`src/epwc_pkg.sv`:
```
// Shared types and constants for the echo pulse width capture block.
// No dependencies; imported by every module of the block.
`timescale 1ns / 1ps

package epwc_pkg;

  // Fixed field widths
  localparam int unsigned MASK_W = 4;
  localparam int unsigned TS_W   = 16;
  localparam int unsigned DUR_W  = 17;
  localparam int unsigned IRQ_W  = 4;

  // Wrap period after reset, in microseconds
  localparam logic [TS_W-1:0] WRAP_RESET = 16'd8738;

  // Register indexes on the configuration port
  localparam logic REG_MASK = 1'b0;
  localparam logic REG_WRAP = 1'b1;

  typedef enum logic [1:0] {
    CMD_START  = 2'd0,
    CMD_DISARM = 2'd1,
    CMD_EDGE   = 2'd2,
    CMD_READ   = 2'd3
  } cmd_e;

  typedef enum logic [2:0] {
    ST_OK        = 3'd0,
    ST_INVALID   = 3'd1,
    ST_UNREG     = 3'd2,
    ST_NOT_READY = 3'd3,
    ST_RANGE     = 3'd4
  } status_e;

  // One input word
  typedef struct packed {
    cmd_e             cmd;
    logic [IRQ_W-1:0] irq_number;
    logic             pin_level;
    logic [TS_W-1:0]  timestamp_us;
  } item_t;

  // One result word
  typedef struct packed {
    status_e          status;
    logic [DUR_W-1:0] echo_width;
  } result_t;

  // Configuration seen by the capture core
  typedef struct packed {
    logic [MASK_W-1:0] registered_mask;
    logic [TS_W-1:0]   wrap_period_us;
  } cfg_t;

endpackage

```
`src/epwc_cfg_regs.sv`:
```
// APB-style configuration registers: channel registration mask and wrap period.
// Depends on epwc_pkg.
`timescale 1ns / 1ps

module epwc_cfg_regs (
  input  logic             clk_i,
  input  logic             rst_ni,
  input  logic             psel,
  input  logic             penable,
  input  logic             pwrite,
  input  logic [2:0]       paddr,
  input  logic [31:0]      pwdata,
  output logic [31:0]      prdata,
  output logic             pready,
  output epwc_pkg::cfg_t   cfg_o
);
  import epwc_pkg::*;

  logic [MASK_W-1:0] mask_q, mask_d;
  logic [TS_W-1:0]   wrap_q, wrap_d;
  logic              wr_en;

  assign pready = 1'b1;
  assign wr_en  = psel && penable && pwrite && pready;

  // Write decode on word address
  always_comb begin
    mask_d = mask_q;
    wrap_d = wrap_q;
    if (wr_en) begin
      if (paddr[2] == REG_MASK) begin
        mask_d = pwdata[MASK_W-1:0];
      end else begin
        wrap_d = pwdata[TS_W-1:0];
      end
    end
  end

  always_ff @(posedge clk_i or negedge rst_ni) begin
    if (!rst_ni) begin
      mask_q <= '0;
      wrap_q <= WRAP_RESET;
    end else begin
      mask_q <= mask_d;
      wrap_q <= wrap_d;
    end
  end

  // Read back
  always_comb begin
    if (paddr[2] == REG_WRAP) begin
      prdata = {{(32-TS_W){1'b0}}, wrap_q};
    end else begin
      prdata = {{(32-MASK_W){1'b0}}, mask_q};
    end
  end

  assign cfg_o.registered_mask = mask_q;
  assign cfg_o.wrap_period_us  = wrap_q;

endmodule

```
`src/epwc_core.sv`:
```
// Per-channel capture state and the result logic for one word.
// Depends on epwc_pkg.
`timescale 1ns / 1ps

module epwc_core #(
  parameter int unsigned CHANNELS  = 4,
  parameter int unsigned FIRST_IRQ = 8
) (
  input  logic              clk_i,
  input  logic              rst_ni,
  input  logic              process_i,
  input  epwc_pkg::item_t   item_i,
  input  epwc_pkg::cfg_t    cfg_i,
  output epwc_pkg::result_t result_o
);
  import epwc_pkg::*;

  localparam int unsigned CH_W = (CHANNELS > 1) ? $clog2(CHANNELS) : 1;
  localparam logic [IRQ_W:0] FIRST_L = (IRQ_W+1)'(FIRST_IRQ);
  localparam logic [IRQ_W:0] CHAN_L  = (IRQ_W+1)'(CHANNELS);

  logic [CHANNELS-1:0] armed_q, armed_d;
  logic [CHANNELS-1:0] done_q, done_d;
  logic [TS_W-1:0]     rise_q [CHANNELS];
  logic [TS_W-1:0]     rise_d [CHANNELS];
  logic [TS_W-1:0]     fall_q [CHANNELS];
  logic [TS_W-1:0]     fall_d [CHANNELS];

  logic [IRQ_W:0]             irq_ext, irq_off;
  logic                       in_range;
  logic [CH_W-1:0]            ch_idx;
  logic [CHANNELS+MASK_W-1:0] mask_ext;
  logic [CHANNELS-1:0]        reg_vec;
  logic [DUR_W-1:0]           rise_x, fall_x, wrap_x, dur;

  // Line decode
  assign irq_ext  = {1'b0, item_i.irq_number};
  assign irq_off  = irq_ext - FIRST_L;
  assign in_range = (irq_ext >= FIRST_L) && (irq_off < CHAN_L);
  assign ch_idx   = irq_off[CH_W-1:0];

  // Channels past the mask width read as unregistered
  assign mask_ext = {{CHANNELS{1'b0}}, cfg_i.registered_mask};
  assign reg_vec  = mask_ext[CHANNELS-1:0];

  // Width, with the wrap period added when the counter has wrapped
  assign rise_x = {1'b0, rise_q[ch_idx]};
  assign fall_x = {1'b0, fall_q[ch_idx]};
  assign wrap_x = {1'b0, cfg_i.wrap_period_us};
  assign dur    = (fall_x >= rise_x) ? (fall_x - rise_x) : (fall_x + wrap_x - rise_x);

  // Command handling
  always_comb begin
    armed_d             = armed_q;
    done_d              = done_q;
    rise_d              = rise_q;
    fall_d              = fall_q;
    result_o.status     = ST_OK;
    result_o.echo_width = '0;
    if (!in_range) begin
      result_o.status = ST_INVALID;
    end else begin
      case (item_i.cmd)
        CMD_START, CMD_DISARM: begin
          if (!reg_vec[ch_idx]) begin
            result_o.status = ST_UNREG;
          end else begin
            done_d[ch_idx]  = 1'b0;
            armed_d[ch_idx] = (item_i.cmd == CMD_START);
          end
        end
        CMD_EDGE: begin
          if (armed_q[ch_idx]) begin
            if (item_i.pin_level) begin
              rise_d[ch_idx] = item_i.timestamp_us;
            end else begin
              fall_d[ch_idx]  = item_i.timestamp_us;
              done_d[ch_idx]  = 1'b1;
              armed_d[ch_idx] = 1'b0;
            end
          end
        end
        CMD_READ: begin
          if (!done_q[ch_idx]) begin
            result_o.status = ST_NOT_READY;
          end else begin
            result_o.echo_width = dur;
            if (dur > wrap_x) begin
              result_o.status = ST_RANGE;
            end
            done_d[ch_idx] = 1'b0;
          end
        end
        default: ;
      endcase
    end
  end

  // State commits only when the word moves to the result register
  always_ff @(posedge clk_i or negedge rst_ni) begin
    if (!rst_ni) begin
      armed_q <= '0;
      done_q  <= '0;
      for (int c = 0; c < CHANNELS; c++) begin
        rise_q[c] <= '0;
        fall_q[c] <= '0;
      end
    end else if (process_i) begin
      armed_q <= armed_d;
      done_q  <= done_d;
      rise_q  <= rise_d;
      fall_q  <= fall_d;
    end
  end

`ifndef ASSERT_OFF
  // A channel is never armed and done at once
  a_armed_done_excl: assert property (@(posedge clk_i) disable iff (!rst_ni)
    (armed_q & done_q) == '0)
    else $error("channel both armed and done");

  // Flags hold while no word is processed
  a_idle_hold: assert property (@(posedge clk_i) disable iff (!rst_ni)
    !process_i |=> $stable(armed_q) && $stable(done_q))
    else $error("flags changed without a word");

  // A bad line leaves every flag alone
  a_invalid_hold: assert property (@(posedge clk_i) disable iff (!rst_ni)
    process_i && !in_range |=> $stable(armed_q) && $stable(done_q))
    else $error("flags changed on an invalid line");
`endif

endmodule

```
`src/echo_pulse_width_capture.sv`:
```
// Top level of the echo pulse width capture block: input and result registers.
// Depends on epwc_pkg, epwc_cfg_regs and epwc_core.
`timescale 1ns / 1ps
//
//  channel   direction  handshake                  payload
//  input     in         in_valid_i / in_stall_o    cmd, irq_number, pin_level, timestamp_us
//  result    out        out_valid_o / out_stall_i  status, echo_width
//  config    in         psel/penable/pwrite        paddr, pwdata, prdata (pready tied high)
//
//  One word per cycle while in_stall_o is low; a result is offered once its word has
//  passed the input register, then the result register, with the channel update in between.
//  Reset clears all channel flags and times, mask to zero, wrap period to 8738.
//  A stall on the result side holds the result; one further word waits in the
//  input register, after which in_stall_o is raised.

module echo_pulse_width_capture #(
  parameter int unsigned CHANNELS  = 4,
  parameter int unsigned FIRST_IRQ = 8
) (
  input  logic        clk_i,
  input  logic        rst_ni,
  input  logic        psel,
  input  logic        penable,
  input  logic        pwrite,
  input  logic [2:0]  paddr,
  input  logic [31:0] pwdata,
  output logic [31:0] prdata,
  output logic        pready,
  input  logic        in_valid_i,
  output logic        in_stall_o,
  input  logic [1:0]  cmd_i,
  input  logic [3:0]  irq_number_i,
  input  logic        pin_level_i,
  input  logic [15:0] timestamp_us_i,
  output logic        out_valid_o,
  input  logic        out_stall_i,
  output logic [2:0]  status_o,
  output logic [16:0] echo_width_o
);
  import epwc_pkg::*;

  cfg_t    cfg;
  item_t   item_q;
  result_t res, res_q;
  logic    s1_valid_q, s1_valid_d;
  logic    out_valid_q, out_valid_d;
  logic    out_ready, advance, accept;

  // Configuration port
  epwc_cfg_regs u_cfg (
    .clk_i   (clk_i),
    .rst_ni  (rst_ni),
    .psel    (psel),
    .penable (penable),
    .pwrite  (pwrite),
    .paddr   (paddr),
    .pwdata  (pwdata),
    .prdata  (prdata),
    .pready  (pready),
    .cfg_o   (cfg)
  );

  // Pipeline handshake
  assign out_ready  = !out_valid_q || !out_stall_i;
  assign advance    = s1_valid_q && out_ready;
  assign in_stall_o = s1_valid_q && !out_ready;
  assign accept     = in_valid_i && !in_stall_o;

  always_comb begin
    s1_valid_d = s1_valid_q;
    if (accept) begin
      s1_valid_d = 1'b1;
    end else if (advance) begin
      s1_valid_d = 1'b0;
    end
    out_valid_d = out_valid_q;
    if (advance) begin
      out_valid_d = 1'b1;
    end else if (out_ready) begin
      out_valid_d = 1'b0;
    end
  end

  always_ff @(posedge clk_i or negedge rst_ni) begin
    if (!rst_ni) begin
      s1_valid_q  <= 1'b0;
      out_valid_q <= 1'b0;
    end else begin
      s1_valid_q  <= s1_valid_d;
      out_valid_q <= out_valid_d;
    end
  end

  // Input register
  always_ff @(posedge clk_i) begin
    if (accept) begin
      item_q.cmd          <= cmd_e'(cmd_i);
      item_q.irq_number   <= irq_number_i;
      item_q.pin_level    <= pin_level_i;
      item_q.timestamp_us <= timestamp_us_i;
    end
  end

  // Channel state and result logic
  epwc_core #(
    .CHANNELS  (CHANNELS),
    .FIRST_IRQ (FIRST_IRQ)
  ) u_core (
    .clk_i     (clk_i),
    .rst_ni    (rst_ni),
    .process_i (advance),
    .item_i    (item_q),
    .cfg_i     (cfg),
    .result_o  (res)
  );

  // Result register
  always_ff @(posedge clk_i) begin
    if (advance) begin
      res_q <= res;
    end
  end

  assign out_valid_o  = out_valid_q;
  assign status_o     = res_q.status;
  assign echo_width_o = res_q.echo_width;

endmodule

```
`config.mk`:
```
export PLATFORM = sky130hd
export DESIGN_NAME = echo_pulse_width_capture
export DESIGN_NICKNAME = d
export VERILOG_FILES = /design/src/epwc_pkg.sv /design/src/epwc_cfg_regs.sv /design/src/epwc_core.sv /design/src/echo_pulse_width_capture.sv
export SDC_FILE = /design/constraint.sdc
export NUM_CORES = 1
export LEC_CHECK = 0
export ABC_CLOCK_PERIOD_IN_PS = 10200
export BUFFER_PORTS_ARGS = -buffer_cell sky130_fd_sc_hd__buf_2
export CAP_MARGIN = 10
export CELL_PAD_IN_SITES_DETAIL_PLACEMENT = 0
export CELL_PAD_IN_SITES_GLOBAL_PLACEMENT = 1
export CORE_MARGIN = 1.5
export CORE_UTILIZATION = 40
export DETAILED_ROUTE_END_ITERATION = 7
export MAX_ROUTING_LAYER = met4
export PLACE_DENSITY = 0.72
export SYNTH_ARGS = -nofsm -noshare
export SYNTH_HDL_FRONTEND = slang
export SYNTH_HIERARCHICAL = 1
export SYNTH_SLANG_ARGS = --single-unit
```
`constraint.sdc`:
```
create_clock -name clk_i -period 10.2 [get_ports clk_i]
set_input_delay 1.53 -clock clk_i [delete_from_list [all_inputs] [get_ports clk_i]]
set_output_delay 1.53 -clock clk_i [all_outputs]
set_load 0.005 [all_outputs]
```
[Yosys cells after proc, flatten, opt, wreduce, memory -nomap -nowiden]
Index checks and enable logic that the tools add are counted.
Storage, ports and cells
  logic and storage cells: 109
  flip-flop bits (word level): 201
  output and inout bits: 55
  bits of input ports: 65
Operators by class
  reductions and logical operators: 25
  muxes and demuxes: 38
  equality and inequality tests: 7
  $lt $le $gt $ge: 8
  bitwise gates (word level): 7
  $add $sub $neg: 4
Operators with widths (count)
  $bwmux W64: 2
  $mux W16: 6
  $bmux W16 S2: 2
  $demux W16 S2: 1
  $mux W4: 7
  $add A16 B16 Y17: 1
  $gt A17 B16 Y1: 1
  $mux W17: 1
  $sub A16 B16 Y17: 1
  $sub A17 B16 Y17: 1
  $ge A16 B16 Y1: 1
  $pmux W4 S3: 1
  $reduce_and A6 Y1: 2
  $reduce_and A5 Y1: 2
  $and A4 B4 Y4: 2
  $logic_and A1 B1 Y1: 8
  $mux W1: 8
  $pmux W4 S2: 1
  $bmux W1 S2: 3
  $mux W3: 2
  $ne A2 B1 Y1 const B: 3
  $pmux W3 S2: 1
  $reduce_bool A2 Y1: 3
  $lt A5 B3 Y1 const B: 1
  22 further kinds: 28

[Logic depth before layout (Yosys ltp)]
Gate-level depths: netlist of run 1.
  depth after elaboration: 12
  mapped depth: 23
  depth with buffers taken out: 20

[Modules after synthesis]
Netlist of run 1, hierarchy kept.
By module, submodules not included
  epwc_core: instances 1, seq. area each 3403.3 um2, cells each 745, area each 8864.8 um2
  echo_pulse_width_capture: instances 1, seq. area each 1341.3 um2, cells each 51, area each 1383.8 um2
  epwc_cfg_regs: instances 1, seq. area each 505.5 um2, cells each 80, area each 1079.8 um2

[Worst setup path before layout of run 1]
OpenSTA, ideal clock, no wires.
  kind: register to register
  from: reg item_q[17] (netlist name)
  to: reg res_q, in the netlist status_o[2] (data pin)
  setup time: 265 ps
  arrival time: 4746 ps
  path buffers: 2
  clock period less this slack: 5011 ps
  cell stages (with the launch flop): 21
  path slack: 5189 ps
  required time: 9935 ps
  cell sequence: edfxtp_1 -> buf_4 -> buf_2 -> mux4_2 -> fa_1 -> inv_1 -> ha_1 -> a21o_1 -> a221oi_2 -> o21ai_1 -> a31oi_1 -> xnor2_1 -> mux2_4 -> ha_1 -> a21oi_1 -> o21ai_0 -> a21o_1 -> a21o_1 -> a221oi_1 -> a41o_1 -> a31oi_1
Between the ends
  cells in the longest elaborated chain, start to end: 12
  elaborated cells on any way between the ends: 22
  classes of those cells: add/sub: 4; order compare: 4; mux: 12; bitwise: 1; reduce/logical: 1
Ends and longest elaborated chain
  start: declaration: RTL line echo_pulse_width_capture.sv:43  | item_t item_q;
  $sub A4 B4 Y5: RTL line epwc_core.sv:38  | assign irq_off = irq_ext - FIRST_L;
  $not A2 Y3 (not written as such): RTL line epwc_core.sv:47, epwc_core.sv:48
  $bmux W16 S2: RTL line epwc_core.sv:48  | assign fall_x = {1'b0, fall_q[ch_idx]};
  $mux W16 (not written as such) (2 in series): RTL line epwc_core.sv:48
  $add A16 B16 Y17: RTL line epwc_core.sv:50  | assign dur = (fall_x >= rise_x) ? (fall_x - rise_x) : (fall_x + wrap_x - rise_x);
  $sub A17 B16 Y17: RTL line epwc_core.sv:50
  $mux W17: RTL line epwc_core.sv:50
  $gt A17 B16 Y1: RTL line epwc_core.sv:88  | if (dur > wrap_x) begin
  $mux W3: RTL line epwc_core.sv:88
  $mux W3: RTL line epwc_core.sv:84  | if (!done_q[ch_idx]) begin
  $pmux W3 S2: RTL line epwc_core.sv:63  | case (item_i.cmd)
  end signal: assignment: RTL line echo_pulse_width_capture.sv:120  | res_q <= res;
  end: declaration: RTL line echo_pulse_width_capture.sv:44  | result_t res, res_q;
Several ways; a longest one is shown, not always the timed one. The select of a mux whose other input is x is not followed.
A chain may end at the register's enable or synchronous reset.

[Final worst setup path of run 1]
Ends and elaborated chain as after synthesis.

==> results.sh, run 1 <==
export IMPL_status="finished clean"
export IMPL_synth_top_cells_by_count="dfrtp_1 (154), mux2_2 (147), inv_1 (80)"
export IMPL_cp_max_delay_cell="buf_4"
export IMPL_post_syn_instances=876
export IMPL_static_leakage_power_nw=5.97
export IMPL_hp_class="reg2reg"
export IMPL_postSynthAreaPerCell_um2=12.9
export IMPL_synth_yosys_warnings=6
export IMPL_postSynth_asyncResetShare_pct=78.6
export IMPL_clk_transition_reported_paths_ps=60
export IMPL_power_density_nw_per_um2=173
export IMPL_hold_depth=1
export IMPL_clk_root_buffer_cell="clkbuf_16"
export IMPL_primary_flip_flop_cell_chosen_by_synthesis_mapping="dfrtp_1"
export IMPL_setup_reg_to_reg_worst_slack_ps=4450
export IMPL_skew_ps=10.2
export IMPL_grt_overflow_total=0
export IMPL_grt_max_degree=102
export IMPL_cp_buffers_inverters=2
export IMPL_start_util_pct=40.7
export IMPL_drt_pre_antenna_iters=4
export IMPL_dieArea_um2=29300
export IMPL_design_core_area_um2=27900
export IMPL_synth_largest_area_cell="dfrtp_1"
export IMPL_drv_slew=0
export IMPL_drt_drc_violations_left=0
export IMPL_antenna_found_initial=0
export IMPL_die_w_um=171
export IMPL_cts_buffers=23
export IMPL_least_setup_slack_across_all_paths_after_layout_ps=4450
export IMPL_crit_fanout=39
export IMPL_worst_path_largest_cell_delay_ps=620
export IMPL_yosys_top_cells_area="dfrtp_1 (34%), mux2_2 (15%), edfxtp_1 (11%)"
export IMPL_ff2ff_path_depth=20
export IMPL_tritoncts="done"
export IMPL_timing_slew_headroom_pct=25.2
export IMPL_grt_setup_unrepaired="false"
export IMPL_synth_unique_cells=71
export IMPL_total_routed_wirelength_mm=23.9
export IMPL_die_height_um=171
export IMPL_cp_end_kind="register"
export IMPL_max_clock_path_buffers=3
export IMPL_finalSetupViolations=0
export IMPL_number_of_maximum_capacitance_constraint_violations=0
export IMPL_count_of_non_filler_cells_in_the_finished_layout=1357
export IMPL_cts_hold_buffers_added=0
export IMPL_ios=120
export IMPL_rr_endpoint="status_o[2]$_DFFE_PP_"
export IMPL_path_delay_family="compound AO/OA/AOI/OAI gates"
export IMPL_gp_routability_congestion=0.796
export IMPL_worst_voltage_drop_across_the_vdd_grid_mv=0.131
export IMPL_worst_slew_pin_slew_ps=1120
export IMPL_post_place_setup_slack_ps=4390
export IMPL_final_antenna_net_count=0
export IMPL_r2r_start="item_q[17]$_DFFE_PP_"
export IMPL_count_of_flip_flops_with_a_built_in_enable_after_synthesis=43
export IMPL_synth_yosys_seq_area_share_pct=46.3
export IMPL_top_area_cell_type_share_of_the_netlist_area_pct=34.0
export IMPL_final_net_count=1092
export IMPL_layout_min_cycle_time_ps=5750
export IMPL_critPathLaunchType="register"
export IMPL_clkLatencyLatePin_ps=520
export IMPL_synth_most_common_cell="dfrtp_1"
export IMPL_dp_wirelength_mm=17.0
export IMPL_insertedDiodeCount=0
export IMPL_placement_io_buffers=84
export IMPL_finalCritPeriodShare_pct=56.3
export IMPL_maxClockFrequency_ghz=0.174
export IMPL_dpl_cell_count=1315
export IMPL_layout_cells_sized_above_1_pct=36.3
export IMPL_drt_iter0_markers=296
export IMPL_route_vias_total=6843
export IMPL_final_fill_count=2544
export IMPL_timing_critical_path_required_ps=10450
export IMPL_areaGrowthSynthToFinish_pct=12.7
export IMPL_vias_per_cell=5.04
export IMPL_hold_end="out_valid_o$_DFFE_PN0P_"
export IMPL_finalHoldViolations=0
export IMPL_min_from="s1_valid_q$_DFFE_PN0P_"
export IMPL_synth_seq_cells=201
export IMPL_htree_num_levels=1
export IMPL_vias_in_the_first_global_route=7057
export IMPL_grt_first_pass_wirelength_mm=38.7
export IMPL_post_cts_buffers=0
export IMPL_grt_usage_pct=17.5
export IMPL_worst_setup_path_type="reg2reg"
export IMPL_netlist_area_um2=11300
export IMPL_cp_cell_sequence="buf_4 > mux4_2 > ha_1 > inv_1 > ha_1 > fa_1 > a21o_1 > a221oi_2 > o21ai_1 > a31oi_1 > xnor2_1 > mux2_4 > ha_1 > a21oi_1 > o21ai_0 > a21o_1 > a21o_1 > a221oi_1 > a41o_1 > a31oi_1"
export IMPL_placement_rows=61
export IMPL_critPathArrivalTime_ps=5990
export IMPL_finalSetupTns_ps=0
export IMPL_post_cts_resize_count=0
export IMPL_clock_sinks=201
export IMPL_wl_per_cell_um=17.6
worst max path at each step:
| stage | from | to | cells after the start |
|---|---|---|---|
| finish | item_q[17]$_DFFE_PP_ | status_o[2]$_DFFE_PP_ | 20 |
| CTS | item_q[17]$_DFFE_PP_ | status_o[2]$_DFFE_PP_ | 19 |
| detailed placement | item_q[17]$_DFFE_PP_ | status_o[2]$_DFFE_PP_ | 19 |
| global placement | item_q[17]$_DFFE_PP_ | status_o[2]$_DFFE_PP_ | 19 |
| floorplan | item_q[17]$_DFFE_PP_ | status_o[2]$_DFFE_PP_ | 20 |
| global route | item_q[17]$_DFFE_PP_ | status_o[2]$_DFFE_PP_ | 19 |
worst reg2reg max path: stages (launching register included):
cell and delay, ps:
edfxtp_1 320, buf_4 620, mux4_2 620, ha_1 380
inv_1 90, ha_1 220, fa_1 410, a21o_1 220
a221oi_2 380, o21ai_1 180, a31oi_1 220, xnor2_1 90
mux2_4 280, ha_1 300, a21oi_1 120, o21ai_0 130
a21o_1 200, a21o_1 190, a221oi_1 310, a41o_1 130
a31oi_1 70
kinds of logic after synthesis:
family	after synthesis	share of synthesized area, %
mux	203	24.0
flops	201	46.3
simple gates	143	6.99
buf+inv	123	5.25
compound gates	115	7.19
fa+ha+maj	65	8.31
xor+xnor	24	1.86
other cells	2	0.0663
registers in the layout (all words and copies together), names as in the netlist, named ones only:
name	count
u_cfg/wrap_q	16
out_valid_o	1
status_o	3
item_q	23
u_core/armed_q	4
u_core/rise_q	64
u_cfg/mask_q	4
u_core/fall_q	64
s1_valid_q	1
echo_width_o	17
per-layer routing:
metal	GRT usage, %	share of wire, %	up-vias
li1	-	-	3282
met1	23.9	49	3421
met2	28.0	45	116
met3	2.28	3.3	24
met4	3.97	1.9	0
met5	-	0	-
per-stage QoR:
step,area (um^2),power [W],hold slack (ps),util (%)
finish,12800,0.00221,498,45.8
global placement,12000,0.00144,473,43.2
CTS,12800,0.00225,500,45.8
global route,12800,0.00235,512,45.8
floorplan,11400,0.00130,465,-
detailed placement,12000,0.00144,482,43.2
cell usage in the layout, fill, tap and decap left out, types with 5 or more instances in the layout:
| master | instances |
|---|---|
| buf_2 | 83 |
| a21oi_1 | 26 |
| nand3_1 | 9 |
| buf_4 | 5 |
| nor2_1 | 22 |
| dfrtp_1 | 154 |
| mux2_2 | 147 |
| edfxtp_1 | 43 |
| mux4_2 | 35 |
| clkbuf_1 | 7 |
| nor3_1 | 7 |
| xnor2_1 | 13 |
| a211oi_1 | 5 |
| mux2i_1 | 7 |
| nor2b_1 | 5 |
| nand2_1 | 27 |
| nand4_1 | 7 |
| and2_1 | 25 |
| xor2_1 | 11 |
| a21o_1 | 15 |
| and3_1 | 5 |
| inv_1 | 80 |
| clkbuf_16 | 23 |
| nand2b_1 | 11 |
| o21ai_0 | 30 |
| conb_1 | 17 |
| nor2_2 | 9 |
| clkinv_2 | 5 |
| ha_1 | 48 |
| mux2_4 | 12 |
| fa_1 | 17 |
report_power, final:
part           internal, W  switching, W  leakage, nW
sequential        0.000866     0.0000296         2.57
combinational     0.000235      0.000290         3.04
clock             0.000467      0.000325        0.362
layout make-up:
class / count / area (um^2) / area share [%]
Clock buffer: 33 / 643 / 5.04
Multi-Input combinational cell: 567 / 5540 / 43.4
Inverter: 80 / 300 / 2.35
Tap cell: 378 / 473 / 3.71
Sequential cell: 201 / 5250 / 41.1
Clock inverter: 9 / 87.6 / 0.686
Timing Repair Buffer: 89 / 464 / 3.64
Power figures use the tool's default switching activity.
==> run 2, diff against run 1 <==
--- a/config.mk
+++ b/config.mk
@@ -5,7 +5,8 @@
 export SDC_FILE = /design/constraint.sdc
 export NUM_CORES = 1
 export LEC_CHECK = 0
-export ABC_CLOCK_PERIOD_IN_PS = 10200
+export ABC_AREA = 1
+export ABC_CLOCK_PERIOD_IN_PS = 4800
 export BUFFER_PORTS_ARGS = -buffer_cell sky130_fd_sc_hd__buf_2
 export CAP_MARGIN = 10
 export CELL_PAD_IN_SITES_DETAIL_PLACEMENT = 0
@@ -14,7 +15,7 @@
 export CORE_UTILIZATION = 40
 export DETAILED_ROUTE_END_ITERATION = 7
 export MAX_ROUTING_LAYER = met4
-export PLACE_DENSITY = 0.72
+export PLACE_DENSITY = 0.8
 export SYNTH_ARGS = -nofsm -noshare
 export SYNTH_HDL_FRONTEND = slang
 export SYNTH_HIERARCHICAL = 1
==> constraint.sdc (replaced) <==
create_clock -name clk_i -period 4.8 [get_ports clk_i]
set_input_delay 0.72 -clock clk_i [delete_from_list [all_inputs] [get_ports clk_i]]
set_output_delay 0.72 -clock clk_i [all_outputs]
set_load 0.005 [all_outputs]
==> run 2 against run 1 <==
  * Flip-flop and latch count unchanged
  * Synthesized area up 0.86%
  * Highest routed layer unchanged
  * Largest cell class is now sequential cells
  * Setup slack got worse by 4200 ps
  * Sequential power increased by 110%
  * Core utilization grew 1.2 points
  * Die area increased by 0.84%
  * Clock power grew 120%
  * Combinational power rose by 96%
==> results.sh, run 2 <==
export IMPL_status="finished clean"
export IMPL_dr_wl_met2_mm=13.2
export IMPL_worst_setup_path_type="reg2reg"
export IMPL_synth_most_common_cell="nand2_1"
export IMPL_drt_iter0_markers=588
export IMPL_synth_yosys_seq_area_share_pct=45.9
export IMPL_clkLatencyLatePin_ps=530
export IMPL_number_of_maximum_capacitance_constraint_violations=0
export IMPL_count_of_flip_flops_with_a_built_in_enable_after_synthesis=43
export IMPL_insertedDiodeCount=0
export IMPL_clk_transition_reported_paths_ps=60
export IMPL_postSynthAreaPerCell_um2=8.53
export IMPL_postSynth_asyncResetShare_pct=78.6
export IMPL_final_common_cell="nand2_1"
export IMPL_netSwitchingFraction_pct=30.7
export IMPL_top_area_cell_type_share_of_the_netlist_area_pct=33.7
export IMPL_vias_in_the_first_global_route=8706
export IMPL_finalHoldViolations=0
export IMPL_static_leakage_power_nw=6.84
export IMPL_synth_seq_cells=201
export IMPL_gp_routability_congestion=0.927
export IMPL_ios=120
export IMPL_cp_end_kind="register"
export IMPL_primary_flip_flop_cell_chosen_by_synthesis_mapping="dfrtp_1"
export IMPL_least_setup_slack_across_all_paths_after_layout_ps=296
export IMPL_total_routed_wirelength_mm=29.2
export IMPL_tritoncts="done"
export IMPL_drt_pre_antenna_iters=5
export IMPL_final_cell_mix="nand2_1 (356), inv_1 (175), dfrtp_1 (154)"
export IMPL_die_height_um=172
export IMPL_critical_path_top_cell_by_count="nand2_1"
export IMPL_areaGrowthSynthToFinish_pct=14.9
export IMPL_grt_overflow_total=0
export IMPL_final_net_count=1559
export IMPL_switching_power_w=0.00142
export IMPL_post_syn_instances=1339
export IMPL_finish_utilization_pct=47.0
export IMPL_cts_hold_buffers_added=0
export IMPL_timing_critical_path_required_ps=5070
export IMPL_crit_fanout=11
export IMPL_max_clock_path_buffers=3
export IMPL_drv_slew=0
export IMPL_die_w_um=172
export IMPL_cell_internal_pwr_w=0.00320
export IMPL_wl_per_cell_um=16.0
export IMPL_dp_wirelength_mm=21.0
export IMPL_power_density_nw_per_um2=351
export IMPL_antenna_found_initial=0
export IMPL_critPathLaunchType="register"
export IMPL_start_util_pct=40.9
export IMPL_placement_rows=61
export IMPL_grt_first_pass_wirelength_mm=46.9
export IMPL_worst_path_largest_cell_delay_ps=490
export IMPL_clk_root_buffer_cell="clkbuf_16"
export IMPL_cp_max_delay_cell="fa_1"
export IMPL_met3_wirelength_mm=1.44
export IMPL_grt_max_degree=83
export IMPL_p_seq_share_pct=40.6
export IMPL_post_place_setup_slack_ps=106
export IMPL_final_fill_count=2820
export IMPL_top_routing_layer_in_use="met4"
export IMPL_maxClockFrequency_ghz=0.222
export IMPL_timing_slew_headroom_pct=38.3
export IMPL_synth_yosys_warnings=6
export IMPL_worst_slew_pin_slew_ps=924
export IMPL_routedLengthMet1_mm=13.7
export IMPL_placement_io_buffers=84
export IMPL_clock_sinks=201
export IMPL_skew_ps=22.0
export IMPL_share_comb_of_total_power_pct=22.4
export IMPL_finalCritPeriodShare_pct=93.8
export IMPL_drt_drc_violations_left=0
export IMPL_largestRegisters="u_core/fall_q (64), u_core/rise_q (64), item_q (23)"
export IMPL_synth_unique_cells=50
export IMPL_synth_largest_area_cell="dfrtp_1"
export IMPL_cts_buffers=23
export IMPL_final_antenna_net_count=0
export IMPL_layout_min_cycle_time_ps=4500
export IMPL_design_core_area_um2=27900
export IMPL_power_clock_fraction_pct=37.1
export IMPL_synth_top_cells_by_count="nand2_1 (356), inv_1 (176), dfrtp_1 (154)"
export IMPL_vias_per_cell=5.05
export IMPL_finalSetupTns_ps=0
export IMPL_setup_reg_to_reg_worst_slack_ps=300
export IMPL_dieArea_um2=29600
export IMPL_netlist_area_um2=11400
export IMPL_yosys_top_cells_area="dfrtp_1 (34%), nand2_1 (12%), edfxtp_1 (11%)"
export IMPL_htree_num_levels=1
export IMPL_grt_usage_pct=20.9
export IMPL_route_vias_total=9204
export IMPL_worst_voltage_drop_across_the_vdd_grid_mv=0.284
export IMPL_critPathArrivalTime_ps=4770
export IMPL_hp_class="in2async"
export IMPL_finalSetupViolations=0
export IMPL_layout_cells_sized_above_1_pct=16.1
==> run 2: kinds of logic (layout without fill, tap and decap cells) <==
group / Yosys count / in the layout / synth area share [%]
xor+xnor: 18 / 18 / 1.38
flops: 201 / 201 / 45.9
fa+ha+maj: 65 / 65 / 8.23
buf+inv: 251 / 341 / 9.79
other cells: 2 / 17 / 0.0657
simple gates: 531 / 531 / 20.4
compound gates: 271 / 271 / 14.2
==> run 2: final cells by class <==
| type | instances | area, um^2 | share of cell area (%) |
|---|---|---|---|
| Timing Repair Buffer | 119 | 759 | 5.78 |
| Clock inverter | 4 | 36.3 | 0.276 |
| Tap cell | 378 | 473 | 3.60 |
| Clock buffer | 36 | 706 | 5.37 |
| Inverter | 182 | 686 | 5.22 |
| Multi-Input combinational cell | 902 | 5220 | 39.8 |
| Sequential cell | 201 | 5250 | 40.0 |
==> run 2: power groups by stage <==
| stage | sequential [W] | clock (W) | combinational [W] |
|---|---|---|---|
| floorplan | 0.00189 | 0 | 0.000709 |
| global placement | 0.00190 | 0 | 0.000991 |
| detailed placement | 0.00190 | 0 | 0.000998 |
| CTS | 0.00187 | 0.00175 | 0.00100 |
| global route | 0.00188 | 0.00182 | 0.00117 |
| finish | 0.00187 | 0.00171 | 0.00103 |
==> run 2: repair_timing <==
| item | 4_1_cts | 5_1_grt |
|---|---|---|
| resized for setup | 0 | 27 |
| setup buffers | 0 | 5 |
| setup endpoints to repair | 0 | 1 |
| endpoints found under the hold margin | 0 | 0 |
==> run 2: routing by layer <==
metal	GRT usage (%)	vias up
met4	6.39	0
met1	28.5	4352
li1	-	4534
met2	32.9	269
met5	-	-
met3	2.27	49
==> run 2: through the flow <==
stage               area, um^2  hold slack, ps  total power, W  cells
CTS                      13000             252         0.00463   1817
finish                   13100             228         0.00462   1822
floorplan                11500             424         0.00260   1354
detailed placement       12200             464         0.00290   1777
global route             13100             297         0.00487   1822
global placement         12200             459         0.00289   1777
==> run 2: worst paths after layout <==
path | from | end | cells past startpoint
max | item_q[17]$_DFFE_PP_ | status_o[2]$_DFFE_PP_ | 26
min | rst_ni | u_core/rise_q[9]$_DFFE_PN0P_ | 1
max reg2reg | item_q[17]$_DFFE_PP_ | status_o[2]$_DFFE_PP_ | 26
min reg2reg | u_cfg/wrap_q[5]$_DFFE_PN1P_ | u_cfg/wrap_q[5]$_DFFE_PN1P_ | 2
max in group asynchronous | rst_ni | u_cfg/wrap_q[9]$_DFFE_PN1P_ | 2
min in group clk_i | timestamp_us_i[1] | item_q[1]$_DFFE_PP_ | 1
==> run 2: worst max-delay path: cells and delay by family (launching register included) <==
family | cells | cell delay (ps)
DFF | 1 | 390
AOI/OAI and AO/OA | 5 | 740
and+or+nand+nor | 12 | 1100
buffers and inverters | 5 | 670
xor gates and xnor gates | 1 | 140
adders and majority gates | 3 | 1180
==> run 3, diff against run 2 <==
--- a/config.mk
+++ b/config.mk
@@ -6,16 +6,15 @@
 export NUM_CORES = 1
 export LEC_CHECK = 0
 export ABC_AREA = 1
-export ABC_CLOCK_PERIOD_IN_PS = 4800
+export ABC_CLOCK_PERIOD_IN_PS = 4300
 export BUFFER_PORTS_ARGS = -buffer_cell sky130_fd_sc_hd__buf_2
-export CAP_MARGIN = 10
 export CELL_PAD_IN_SITES_DETAIL_PLACEMENT = 0
 export CELL_PAD_IN_SITES_GLOBAL_PLACEMENT = 1
 export CORE_MARGIN = 1.5
-export CORE_UTILIZATION = 40
+export CORE_UTILIZATION = 45
 export DETAILED_ROUTE_END_ITERATION = 7
 export MAX_ROUTING_LAYER = met4
-export PLACE_DENSITY = 0.8
+export PLACE_DENSITY = 0.84
 export SYNTH_ARGS = -nofsm -noshare
 export SYNTH_HDL_FRONTEND = slang
 export SYNTH_HIERARCHICAL = 1
==> constraint.sdc (replaced) <==
create_clock -name clk_i -period 4.3 [get_ports clk_i]
set_input_delay 0.645 -clock clk_i [delete_from_list [all_inputs] [get_ports clk_i]]
set_output_delay 0.645 -clock clk_i [all_outputs]
set_load 0.005 [all_outputs]
==> run 3 against run 2 <==
  * The flow now finishes with violations (negative setup slack)
  * Global-route usage rose by 1.8 points
  * Non-clock buffer count grew 99
  * Design area increased by 9.4%
  * Flip-flop and latch count unchanged
  * Register-to-register slack got worse by 310 ps
  * Cell count up 2.9%
  * Critical path type unchanged
==> results.sh, run 3 (synthesis gave the netlist of run 2 again) <==
export IMPL_status="finished with violations"
export IMPL_placement_rows=58
export IMPL_static_leakage_power_nw=7.40
export IMPL_critPathLaunchType="register"
export IMPL_worst_slew_pin_slew_ps=1020
export IMPL_critPathArrivalTime_ps=4580
export IMPL_grt_setup_unrepaired="true"
export IMPL_grt_usage_pct=22.7
export IMPL_finalSetupTns_ps=-17.1
export IMPL_cts_hold_buffers_added=0
export IMPL_crit_fanout=12
export IMPL_max_clock_path_buffers=3
export IMPL_timing_critical_path_required_ps=4560
export IMPL_cp_max_delay_cell="fa_1"
export IMPL_finalCritPeriodShare_pct=100
export IMPL_clk_root_buffer_cell="clkbuf_16"
export IMPL_worst_setup_path_type="reg2reg"
export IMPL_areaGrowthSynthToFinish_pct=25.8
export IMPL_gp_routability_congestion=0.909
export IMPL_power_density_nw_per_um2=382
export IMPL_drt_drc_violations_left=0
export IMPL_dp_wirelength_mm=20.6
export IMPL_ios=120
export IMPL_final_cell_mix="nand2_1 (336), inv_1 (169), dfrtp_1 (154)"
export IMPL_route_vias_total=9505
export IMPL_number_of_maximum_capacitance_constraint_violations=0
export IMPL_total_routed_wirelength_mm=29.3
export IMPL_maxClockFrequency_ghz=0.232
export IMPL_worst_voltage_drop_across_the_vdd_grid_mv=0.384
export IMPL_grt_max_degree=112
export IMPL_clock_sinks=201
export IMPL_drt_iter0_markers=605
export IMPL_finalSetupViolations=1
export IMPL_insertedDiodeCount=0
export IMPL_finalHoldViolations=0
export IMPL_worst_hold_slack_ps=250
export IMPL_vias_in_the_first_global_route=8880
export IMPL_clk_transition_reported_paths_ps=60
export IMPL_violations="negative setup slack"
export IMPL_dieArea_um2=26400
export IMPL_tritoncts="done"
export IMPL_timing_slew_headroom_pct=32.3
export IMPL_htree_num_levels=1
export IMPL_placement_io_buffers=84
export IMPL_clkLatencyLatePin_ps=540
export IMPL_wl_per_cell_um=15.6
export IMPL_worst_path_largest_cell_delay_ps=470
export IMPL_layout_cells_sized_above_1_pct=27.2
export IMPL_largestRegisters="u_core/fall_q (64), u_core/rise_q (64), item_q (23)"
export IMPL_design_core_area_um2=25000
export IMPL_die_w_um=162
export IMPL_critical_path_top_cell_by_count="nand2_1"
export IMPL_die_height_um=162
export IMPL_final_net_count=1658
export IMPL_drt_pre_antenna_iters=5
export IMPL_final_antenna_net_count=0
export IMPL_drv_slew=0
export IMPL_antenna_found_initial=0
export IMPL_grt_first_pass_wirelength_mm=46.0
export IMPL_cp_end_kind="register"
export IMPL_cts_buffers=22
export IMPL_hp_class="in2async"
export IMPL_skew_ps=38.1
export IMPL_layout_min_cycle_time_ps=4320
export IMPL_start_util_pct=45.6
export IMPL_least_setup_slack_across_all_paths_after_layout_ps=-17.1
export IMPL_final_common_cell="nand2_1"
export IMPL_vias_per_cell=5.07
export IMPL_grt_overflow_total=0
run 3: cell types whose count changed in the layout (fill, tap and decap cells not counted), sizes merged:
cell      previous run  this run
clkinv               2        11
bufinv               0         1
clkinvlp             0         1
buf                119       218
clkbuf              36        26
inv                184       183
nand2              364       365
run 3: where the power goes:
part | internal [W] | switching [W]
Combinational | 0.000688 | 0.000879
Clock | 0.00104 | 0.000791
Sequential | 0.00204 | 0.0000524
Total | 0.00377 | 0.00172
run 3: final timing paths:
path                            slack, ps                       endpoint  cells after the start                         from
worst max-delay path                  -20          status_o[2]$_DFFE_PP_                     29         item_q[17]$_DFFE_PP_
worst max register to register        -20          status_o[2]$_DFFE_PP_                     29         item_q[17]$_DFFE_PP_
worst min register to register        470    u_cfg/wrap_q[1]$_DFFE_PN1P_                      2  u_cfg/wrap_q[1]$_DFFE_PN1P_
min in group clk_i                    280            item_q[4]$_DFFE_PP_                      1            timestamp_us_i[4]
worst min-delay path                  250         s1_valid_q$_DFFE_PN0P_                      1                       rst_ni
max in group asynchronous            3190  u_core/rise_q[29]$_DFFE_PN0P_                      2                       rst_ni
run 3: cell type report:
cell class | instances | area [um^2]
clock buffers | 26 | 586
clock inverters | 14 | 125
fillers | 2266 | 10700
inverters | 182 | 688
multi-input cells | 903 | 5770
flip-flops and latches | 201 | 5250
well taps | 330 | 413
repair buffers | 218 | 1540
run 3: per-stage QoR:
step	worst slack, ps	instance area (um^2)	total power [W]	std cells	utilization, %
after global routing	-284	14400	0.00578	1874	57.4
after detailed placement	-164	12900	0.00344	1821	51.5
after floorplan	76.4	11500	0.00290	1354	-
final	-17.1	14400	0.00549	1874	57.4
after global placement	-156	12900	0.00343	1821	51.5
after CTS	1.73	13800	0.00535	1865	55.2
run 3: what timing repair did:
action,4_1_cts,5_1_grt
setup endpoints to repair,1,1
gates resized for setup,54,95
pin swaps,7,24
buffers inserted,3,9
cloned,1,0
run 3: per-layer routing:
layer  vias up  GRT usage (%)  share of wire [%]
met5         -              -                  0
met4         0           4.71                1.7
met3        36           2.47                3.8
met2       202           37.1                 48
met1      4531           30.8                 46
li1       4736              -                  -
run 3: critical path, delay by kind of cell (launching register included):
family | cells | cell delay [ps]
DFF | 1 | 420
buffers and inverters | 7 | 860
xor gates and xnor gates | 1 | 110
AOI/OAI and AO/OA | 4 | 500
and+or+nand+nor | 14 | 1060
adders and majority gates | 3 | 1070
